File: src/hw/rtl/fsmep_pkg.sv
// Shared constants, types and the sector ROM for the flash sector erase planner.
package fsmep_pkg;

  localparam int FIELD_W      = 24;
  localparam int ID_W         = 8;
  localparam int ROM_ENTRIES  = 14;
  localparam int ROM_IDX_W    = 4;
  localparam int MAP_ENTRIES  = 14;
  localparam int ADDR_BITS    = 24;

  // start addresses are reported modulo 2**ADDR_BITS
  localparam logic [FIELD_W-1:0] START_MASK = (ADDR_BITS >= FIELD_W) ? {FIELD_W{1'b1}} :
      FIELD_W'((64'd1 << ADDR_BITS) - 64'd1);

  localparam logic [1:0] CMD_RANGE  = 2'd0;
  localparam logic [1:0] CMD_NUMBER = 2'd1;
  localparam logic [1:0] CMD_LOOKUP = 2'd2;

  localparam logic [1:0] KIND_ERASE   = 2'd0;
  localparam logic [1:0] KIND_SUMMARY = 2'd1;
  localparam logic [1:0] KIND_LOOKUP  = 2'd2;

  typedef struct packed {
    logic [FIELD_W-1:0] start;
    logic [FIELD_W-1:0] size;
    logic [ID_W-1:0]    number;
  } sector_t;

  typedef struct packed {
    logic [FIELD_W-1:0] start;
    logic [FIELD_W-1:0] size;
    logic [ID_W-1:0]    number;
    logic               overlap;
    logic               holds;
  } entry_info_t;

  function automatic sector_t rom_entry(input logic [ROM_IDX_W-1:0] idx);
    sector_t e;
    e = '{start: '0, size: '0, number: '0};
    case (idx)
      4'd0:    e = '{start: 24'h080000, size: 24'h002000, number: 8'd0};
      4'd1:    e = '{start: 24'h082000, size: 24'h002000, number: 8'd1};
      4'd2:    e = '{start: 24'h084000, size: 24'h002000, number: 8'd2};
      4'd3:    e = '{start: 24'h086000, size: 24'h002000, number: 8'd3};
      4'd4:    e = '{start: 24'h088000, size: 24'h008000, number: 8'd4};
      4'd5:    e = '{start: 24'h090000, size: 24'h008000, number: 8'd5};
      4'd6:    e = '{start: 24'h098000, size: 24'h008000, number: 8'd6};
      4'd7:    e = '{start: 24'h0A0000, size: 24'h008000, number: 8'd7};
      4'd8:    e = '{start: 24'h0A8000, size: 24'h008000, number: 8'd8};
      4'd9:    e = '{start: 24'h0B0000, size: 24'h008000, number: 8'd9};
      4'd10:   e = '{start: 24'h0B8000, size: 24'h002000, number: 8'd10};
      4'd11:   e = '{start: 24'h0BA000, size: 24'h002000, number: 8'd11};
      4'd12:   e = '{start: 24'h0BC000, size: 24'h002000, number: 8'd12};
      4'd13:   e = '{start: 24'h0BE000, size: 24'h001FF0, number: 8'd13};
      default: e = '{start: '0, size: '0, number: '0};
    endcase
    return e;
  endfunction

endpackage

File: src/hw/rtl/flash_sector_map_erase_planner_top.sv
// Flash sector erase planner: top level sequencer and output register.
//
//   channel | signals                                          | dir
//   in      | in_valid, in_stall, command, word_addr,           | in
//           | length_words, sector_number                       |
//   out     | out_valid, out_stall, result_kind, sector_base,   | out
//           | sector_id, total_words, found, last               |
//
// One word in, then one table entry per cycle through the shared compare unit
// while no result waits. Range erase walks all entries, then one summary; erase
// by number first finds the sector; lookup ends on the hit or the last entry.
// in_stall is high from accept until the last result is loaded.
// out_stall holds the walk on the current entry while a result waits.
// rst is synchronous and returns the sequencer to idle, output empty.
module flash_sector_map_erase_planner_top
  import fsmep_pkg::*;
#(
  parameter int MAP_ENTRIES_P = MAP_ENTRIES
)
(
  input  logic               clk,
  input  logic               rst,
  input  logic               in_valid,
  output logic               in_stall,
  input  logic [1:0]         command,
  input  logic [FIELD_W-1:0] word_addr,
  input  logic [FIELD_W-1:0] length_words,
  input  logic [ID_W-1:0]    sector_number,
  output logic               out_valid,
  input  logic               out_stall,
  output logic [1:0]         result_kind,
  output logic [FIELD_W-1:0] sector_base,
  output logic [ID_W-1:0]    sector_id,
  output logic [FIELD_W-1:0] total_words,
  output logic               found,
  output logic               last
);

  localparam int USED  = (MAP_ENTRIES_P > ROM_ENTRIES) ? ROM_ENTRIES : MAP_ENTRIES_P;
  localparam int IDX_W = (USED > 1) ? $clog2(USED) : 1;
  localparam logic [IDX_W-1:0] LAST_IDX = IDX_W'(USED - 1);

  typedef enum logic [4:0] {
    S_IDLE = 5'b00001,
    S_FIND = 5'b00010,
    S_WALK = 5'b00100,
    S_SUM  = 5'b01000,
    S_LOOK = 5'b10000
  } state_t;

  state_t             state;
  logic [IDX_W-1:0]   idx;
  logic [FIELD_W-1:0] lo;
  logic [FIELD_W:0]   hi;
  logic [ID_W-1:0]    num;
  logic               any;
  logic [FIELD_W-1:0] first;
  logic [FIELD_W-1:0] total;
  logic               slot_free;
  logic               out_load;
  entry_info_t        info;

  fsmep_entry_unit u_entry (
    .idx  (ROM_IDX_W'(idx)),
    .lo   (lo),
    .hi   (hi),
    .info (info)
  );

  assign in_stall  = (state != S_IDLE);
  assign slot_free = !out_valid || !out_stall;
  assign out_load  = slot_free && (((state == S_WALK) && info.overlap) || (state == S_SUM) ||
                     ((state == S_LOOK) && (info.holds || idx == LAST_IDX)));

  always_ff @(posedge clk) begin
    if (rst) begin
      state     <= S_IDLE;
      out_valid <= 1'b0;
    end else begin
      out_valid <= out_load || (out_valid && out_stall);
      unique case (state)
        S_IDLE: begin
          if (in_valid) begin
            idx   <= '0;
            any   <= 1'b0;
            total <= '0;
            first <= '0;
            num   <= sector_number;
            lo    <= word_addr;
            hi    <= {1'b0, word_addr} + {1'b0, length_words};
            case (command)
              CMD_RANGE:  state <= S_WALK;
              CMD_NUMBER: state <= S_FIND;
              CMD_LOOKUP: state <= S_LOOK;
              default:    state <= S_SUM;
            endcase
          end
        end
        S_FIND: begin
          if (info.number == num) begin
            lo    <= info.start;
            hi    <= {1'b0, info.start} + {1'b0, info.size};
            idx   <= '0;
            state <= S_WALK;
          end else if (idx == LAST_IDX) begin
            state <= S_SUM;
          end else begin
            idx <= idx + 1'b1;
          end
        end
        S_WALK: begin
          if (slot_free) begin
            if (info.overlap) begin
              result_kind  <= KIND_ERASE;
              sector_base  <= info.start & START_MASK;
              sector_id    <= info.number;
              total_words  <= '0;
              found        <= 1'b1;
              last         <= 1'b0;
              if (!any) first <= info.start & START_MASK;
              any   <= 1'b1;
              total <= total + info.size;
            end
            if (idx == LAST_IDX) state <= S_SUM;
            else idx <= idx + 1'b1;
          end
        end
        S_SUM: begin
          if (slot_free) begin
            result_kind  <= KIND_SUMMARY;
            sector_base  <= first;
            sector_id    <= '0;
            total_words  <= total;
            found        <= any;
            last         <= 1'b1;
            state        <= S_IDLE;
          end
        end
        S_LOOK: begin
          if (slot_free) begin
            if (info.holds || idx == LAST_IDX) begin
              result_kind  <= KIND_LOOKUP;
              sector_base  <= info.holds ? (info.start & START_MASK) : '0;
              sector_id    <= info.holds ? info.number : '0;
              total_words  <= '0;
              found        <= info.holds;
              last         <= 1'b1;
              state        <= S_IDLE;
            end else begin
              idx <= idx + 1'b1;
            end
          end
        end
        default: state <= S_IDLE;
      endcase
    end
  end

endmodule

File: src/hw/rtl/fsmep_entry_unit.sv
// Shared table read and range compare unit, used once per walk step.
module fsmep_entry_unit
  import fsmep_pkg::*;
(
  input  logic [ROM_IDX_W-1:0] idx,
  input  logic [FIELD_W-1:0]   lo,
  input  logic [FIELD_W:0]     hi,
  output entry_info_t          info
);

  sector_t          ent;
  logic [FIELD_W:0] s_ext;
  logic [FIELD_W:0] e_ext;
  logic [FIELD_W:0] lo_ext;

  always_comb begin
    ent    = rom_entry(idx);
    s_ext  = {1'b0, ent.start};
    e_ext  = {1'b0, ent.start} + {1'b0, ent.size};
    lo_ext = {1'b0, lo};
    info.start   = ent.start;
    info.size    = ent.size;
    info.number  = ent.number;
    info.overlap = (e_ext > lo_ext) && (s_ext < hi);
    info.holds   = (lo_ext >= s_ext) && (lo_ext < e_ext);
  end

endmodule
File: config.mk
export PLATFORM = sky130hd
export DESIGN_NAME = flash_sector_map_erase_planner_top
export DESIGN_NICKNAME = d
export VERILOG_FILES = /design/src/hw/rtl/fsmep_pkg.sv /design/src/hw/rtl/flash_sector_map_erase_planner_top.sv /design/src/hw/rtl/fsmep_entry_unit.sv
export SDC_FILE = /design/constraint.sdc
export NUM_CORES = 1
export LEC_CHECK = 0
export BUFFER_PORTS_ARGS = -buffer_cell sky130_fd_sc_hd__buf_4
export CAP_MARGIN = 20
export CORE_MARGIN = 5
export CORE_UTILIZATION = 35
export CTS_CLUSTER_DIAMETER = 200
export DETAILED_ROUTE_END_ITERATION = 16
export GPL_ROUTABILITY_DRIVEN = 0
export SLEW_MARGIN = 0
export SYNTH_ARGS = -nofsm -noshare
export SYNTH_HDL_FRONTEND = slang
export SYNTH_SLANG_ARGS = --single-unit
export TNS_END_PERCENT = 100
File: constraint.sdc
create_clock -name clk -period 8.5 [get_ports clk]
set_input_delay 0.85 -clock clk [delete_from_list [all_inputs] [get_ports clk]]
set_output_delay 0.85 -clock clk [all_outputs]
set_load 0.02 [all_outputs]
==> results of run 1 <==
power breakdown:
group	internal [mW]	leakage [nW]	total, mW	switching (mW)
clock network	0.475	0.290	0.752	0.277
logic	0.209	2.72	0.499	0.289
registers	0.829	1.29	0.879	0.0497
metrics by stage:
step	cell area, sq um	power (mW)
after floorplan	8690	1.25
after global placement	9610	1.38
after detailed placement	9610	1.39
after CTS	10200	2.15
after global routing	10200	2.26
final	10200	2.13
flip-flops by register name, indices dropped and copies added, names as in the netlist, 5 cells and up:
signal,cells
first,6
sector_base,6
num,8
u_entry.ent,13
total_words,20
total,20
lo,24
state,5
hi,25
cell type report:
class | instances | area (sq um)
multi-input cells | 598 | 4200
repair buffers | 103 | 786
inverters | 49 | 196
fillers | 2390 | 14000
clock buffers | 21 | 460
well taps | 324 | 405
clock inverters | 11 | 140
flip-flops and latches | 141 | 4040
worst max path at each step:
stage | start | end | slack, ns | depth (start not counted)
after detailed placement | u_entry.ent[45]$_DFF_P_ | total_words[8]$_SDFFCE_PN0P_ | 4.39 | 13
after floorplan | u_entry.ent[45]$_DFF_P_ | found$_SDFFCE_PP1P_ | 3.12 | 13
final | u_entry.ent[47]$_DFF_P_ | u_entry.ent[0]$_DFF_P_ | 4.42 | 14
after CTS | u_entry.ent[45]$_DFF_P_ | total_words[8]$_SDFFCE_PN0P_ | 4.38 | 13
after global placement | u_entry.ent[45]$_DFF_P_ | total_words[8]$_SDFFCE_PN0P_ | 4.52 | 13
after global routing | u_entry.ent[45]$_DFF_P_ | u_entry.ent[45]$_DFF_P_ | 4.08 | 16
cell usage in the layout (no fill, tap or decap), drive strengths merged, types with 15 or more instances in the layout:
cell,n
xnor2,16
clkbuf,21
nor2,57
nor3,17
buf,103
ha,73
and3,32
conb,26
and2,32
dfxtp,19
a21o,21
a21oi,42
xor2,15
edfxtp,122
inv,49
o21ai,45
nand2,53
metal layers:
layer	global-route usage [%]	vias to the layer above	part of all wire [%]
li1	-	3148	-
met1	20.3	2839	51
met2	20.7	148	43
met3	2.94	16	4.5
met4	3.88	0	1.3
met5	0	-	0
kinds of logic after synthesis:
logic type / share of synthesized area (%)
compound gates: 15.0
xor+xnor: 3.16
fa+ha+maj: 11.1
buf+inv: 5.60
flops: 47.0
mux: 0.946
other cells: 0.0436
simple gates: 17.2
==> impl_metrics.toml, run 1 <==
[sta]
finalSetupViolCount = 0
setup_ws_ns = 4.42
worst_pin_slew_ns = 0.950
period_needed_ns = 4.08
post-route-period-util_pct = 48.0
slew_headroom_pct = 36.7
tns_ns = 0
final_hold_viol_count = 0
timing.hold.ws_ns = 0.553
slew_violations = 0
rsz0062_at_grt = "no"
clock.fmax_mhz = 245
skew_ns = 0.0195

[hold_path]
min-delay-start = "u_entry.ent[1]$_DFF_P_"
hold_path.class = "reg -> reg"
hold_path_end = "sector_id[1]$_DFFE_PP_"
hold_depth = 1

[routing]
wl_mm = 19.0
drc = 0
drt_iter0_markers = 336
vias_per_cell = 4.93
detail-route-antenna-nets = 0
drt-pass1-iter-count = 5
wl_per_cell_um = 15.2
via_count = 6151

[floorplanning]
initial_utilization_pct = 35.5
die_y_um = 167
core.rowCount = 57
die_width_um = 167
core_sq_um = 24200
dieArea_sq_um = 27800
io_pins = 124

[layout]
layoutNonFillerInstCount = 1247
drive_gt1_share_pct = 16.9
antennaDiodeCount = 0
fin_util_pct = 42.2
syn_to_final_growth_pct = 19.0
finalNetCount = 1047

[global_routing]
grt_pass1_vias = 6064
grt_usage_pct = 13.8
antenna_found_initial = 0
overflow = 0
grt_pass1_wl_mm = 31.3
grt_max_degree = 50

[worst_setup_path]
worstReg2RegStart = "u_entry.ent[47]$_DFF_P_"
crit_path_end_kind = "flop"
reg2reg_depth = 14
cp.arrival_ns = 4.38
r2r_slack_ns = 4.42
critPathBufInv = 1
critPathRequiredTime_ns = 8.80
r2r_end = "u_entry.ent[0]$_DFF_P_"
crit_chain = "ha_1, a31oi_1, xnor2_1, ha_1, nand4_1, nor4_2, a22oi_2, a2111o_1, and2_1, mux2i_1, inv_1, ha_1, and3_1, o21bai_1"
critPathTopFamily = "compound AO/OA/AOI/OAI gates"
crit_type = "reg -> reg"
cp-start-kind = "flop"
worst_path_most_repeated_cell = "ha_1"
critPathSlowestCell = "a2111o_1"
cpPeakStageDelay_ns = 0.54
path_max_fanout = 6

[status]
status = "complete, no violations"

[job]
cap_viol_max_count = 0

[cts]
clk_latency_ns = 0.42
cts_resized = 0
cts-root-buf = "clkbuf_16"
cts.sinks = 141
cts_buffers = 17
path_clk_slew_ns = 0.06
h-tree-depth = 4
cts_tree = "yes"
cts-hold-fix-buffers = 0
postCtsSetupRepairBufs = 0
clock_path_buffers = 2

[logic_synthesis]
synthTopCellsByCount = "122 x edfxtp_1, 73 x ha_1, 55 x nor2_1, 52 x nand2_1, 48 x inv_1"
yosysTopAreaCellShare_pct = 42.6
async_flop_share_pct = 0
synthTopCellsByArea = "edfxtp_1 43%, ha_1 11%, dfxtp_1 4.4%"
syn-instance-count = 810
synth_top_area_cell = "edfxtp_1"
synth.ff_latch_count = 141
synth_edf_count = 122
ys_warn_count = 0
syn_avg_cell_area_sq_um = 10.6
seq_area_frac_synth_pct = 47.0
yosysUniqueCellTypes = 88
ys.flop_type = "edfxtp_1"
syn_area_sq_um = 8600
synth.most_common_cell = "edfxtp_1"

[placement]
dp.cells = 1214
post-place-ws_ns = 4.39
io_buffers = 97
hpwlAfterDp_mm = 14.6

[power]
powerDensity_nw_per_um2 = 208
p_leak_nw = 4.30
peakVddDrop_mv = 0.126
No activity file was read; power rests on OpenSTA's default activity.
==> run 2, diff against run 1 <==
ABC_AREA = 1   (was default)
clock period = 3.7 ns   (was 8.5 ns; I/O delays follow)
==> impl_metrics.toml, run 2 <==
[sta]
slew_headroom_pct = 54.7
period_needed_ns = 3.37
clock.fmax_mhz = 297
post-route-period-util_pct = 91.1
slew_violations = 0
final_hold_viol_count = 0
tns_ns = 0
rsz0062_at_grt = "no"
timing.hold.ws_ns = 0.124
setup_ws_ns = 0.329
skew_ns = 0.0107
worst_pin_slew_ns = 0.677
finalSetupViolCount = 0

[power]
switching_share_pct = 38.1
peakVddDrop_mv = 0.301
p_switching_mw = 2.52
power.share.sequential_pct = 37.6
power_frac_comb_pct = 36.8
p_leak_nw = 4.85
pwr-share-clk_pct = 25.7
intPower_mw = 4.09
powerDensity_nw_per_um2 = 633
fin_total_pwr_mw = 6.61

[logic_synthesis]
synthTopCellsByArea = "edfxtp_1 42%, ha_1 10%, nand2_1 8.1%"
ys.flop_type = "edfxtp_1"
synthTopCellsByCount = "189 x nand2_1, 154 x inv_1, 122 x edfxtp_1, 100 x nor2_1, 73 x ha_1"
ys_warn_count = 0
synth.most_common_cell = "nand2_1"
synth.ff_latch_count = 141
syn-instance-count = 1012
async_flop_share_pct = 0
syn_avg_cell_area_sq_um = 8.66
syn_area_sq_um = 8770
synth_top_area_cell = "edfxtp_1"
yosysUniqueCellTypes = 53
yosysTopAreaCellShare_pct = 41.8
synth_edf_count = 122
seq_area_frac_synth_pct = 46.1

[layout]
reg_top3 = "hi: 25 flops, lo: 24 flops"
fin_util_pct = 42.0
layout_commonest_cell = "nand2_1"
antennaDiodeCount = 0
register_area_sq_um = 4040
most-common-layout-cells = "189 x nand2_1, 154 x inv_1, 122 x edfxtp_1"
largest_register = "hi"
drive_gt1_share_pct = 15.9
syn_to_final_growth_pct = 19.2
largest_reg_flops = 25
multi_input_area_sq_um = 3980
fillers = 2442
finalNetCount = 1261

[worst_setup_path]
cp-start-kind = "flop"
cp.arrival_ns = 3.69
crit_path_end_kind = "flop"
crit_chain = "ha_1, nand3_1, nand2_1, xor2_1, inv_1, ha_1, nand2_1, nor2_1, nand2_1, nor2_1, nand2_1, nand3_1, nand3_1, nand2_1, nand2_1, nand2_2, nand2_1, nand2_1, inv_1, ha_1, inv_1, nand3_1, nand3_1, nand2_1"
crit_type = "reg -> reg"
critPathTopFamily = "simple AND/OR/NAND/NOR gates"
path_max_fanout = 6
critPathSlowestCell = "dfxtp_1"
worst_path_most_repeated_cell = "nand2_1"
cpPeakStageDelay_ns = 0.33
critPathRequiredTime_ns = 4.02
critPathBufInv = 3

[floorplanning]
initial_utilization_pct = 35.2
die_width_um = 168
core_sq_um = 24900
dieArea_sq_um = 28300
die_y_um = 168
core.rowCount = 58
io_pins = 124

[routing]
via_count = 6854
drt-pass1-iter-count = 5
wl_mm = 19.9
detail-route-antenna-nets = 0
wl_per_cell_um = 13.5
drt_iter0_markers = 383
drc = 0
vias_per_cell = 4.67

[global_routing]
overflow = 0
grt_max_degree = 50
antenna_found_initial = 0
grt_usage_pct = 14.1
grt_pass1_wl_mm = 32.2
grt_pass1_vias = 6672

[cts]
clock_path_buffers = 2
path_clk_slew_ns = 0.06
cts_tree = "yes"
cts_resized = 0
postCtsSetupRepairBufs = 0
cts-hold-fix-buffers = 0
h-tree-depth = 4
cts_buffers = 17
cts.sinks = 141
cts-root-buf = "clkbuf_16"
clk_latency_ns = 0.43

[placement]
post-place-ws_ns = 0.371
io_buffers = 97
hpwlAfterDp_mm = 15.5

[job]
cap_viol_max_count = 0

[status]
status = "complete, no violations"

[hold_path]
hold_path.class = "in -> reg"
==> run 2: changes by cell type in the layout (fill, tap and decap cells not counted), moves of 29 or more <==
cell	change
nor2_1	+45
a21oi_1	+29
and3_1	-31
nand2_1	+137
and2_1	-29
inv_1	+106
nand3_1	+33
==> run 2: per-stage QoR <==
step / cells / area [sq um]
finish: 1467 / 10500
global placement: 1435 / 9870
detailed placement: 1435 / 9870
CTS: 1467 / 10500
floorplan: 1037 / 8880
global route: 1467 / 10500
==> run 2: cells by family after synthesis <==
family	synth area share (%)
other	0.0428
buffers and inverters	9.88
xor gates and xnor gates	1.80
DFF	46.1
adders and majority gates	10.9
and+or+nand+nor	20.0
AOI/OAI and AO/OA	11.3
==> run 2: layout make-up <==
type | instances | area share (%)
Clock buffer | 18 | 4.11
Tap cell | 330 | 3.95
Sequential cell | 141 | 38.7
Clock inverter | 14 | 1.50
Inverter | 164 | 5.97
Timing Repair Buffer | 106 | 7.73
Multi-Input combinational cell | 694 | 38.1
==> run 2: path summary, 6_finish.rpt <==
kind | start | to | slack [ns] | cells past startpoint
worst max-delay path | u_entry.ent[47]$_DFF_P_ | u_entry.ent[45]$_DFF_P_ | 0.33 | 24
worst min-delay path | sector_number[5] | num[5]$_DFFE_PP_ | 0.12 | 1
worst max register to register | u_entry.ent[47]$_DFF_P_ | u_entry.ent[45]$_DFF_P_ | 0.33 | 24
worst min register to register | state[3]$_SDFFE_PP0P_ | state[3]$_SDFFE_PP0P_ | 0.51 | 2
==> run 2: layer usage <==
| layer | vias to the layer above | global-route usage [%] | routed length, um |
|---|---|---|---|
| li1 | 3561 | - | - |
| met1 | 3096 | 18.9 | 9390 |
| met2 | 167 | 22.5 | 8870 |
| met3 | 30 | 2.32 | 1030 |
| met4 | 0 | 6.18 | 567 |
| met5 | - | 0 | 0 |
==> run 2: power groups by stage <==
stage               clock network (mW)  logic, mW  registers (mW)
global placement                     0       2.38            2.51
floorplan                            0       1.72            2.50
CTS                               1.74       2.44            2.49
global route                      1.81       2.76            2.53
detailed placement                   0       2.43            2.52
finish                            1.70       2.43            2.49
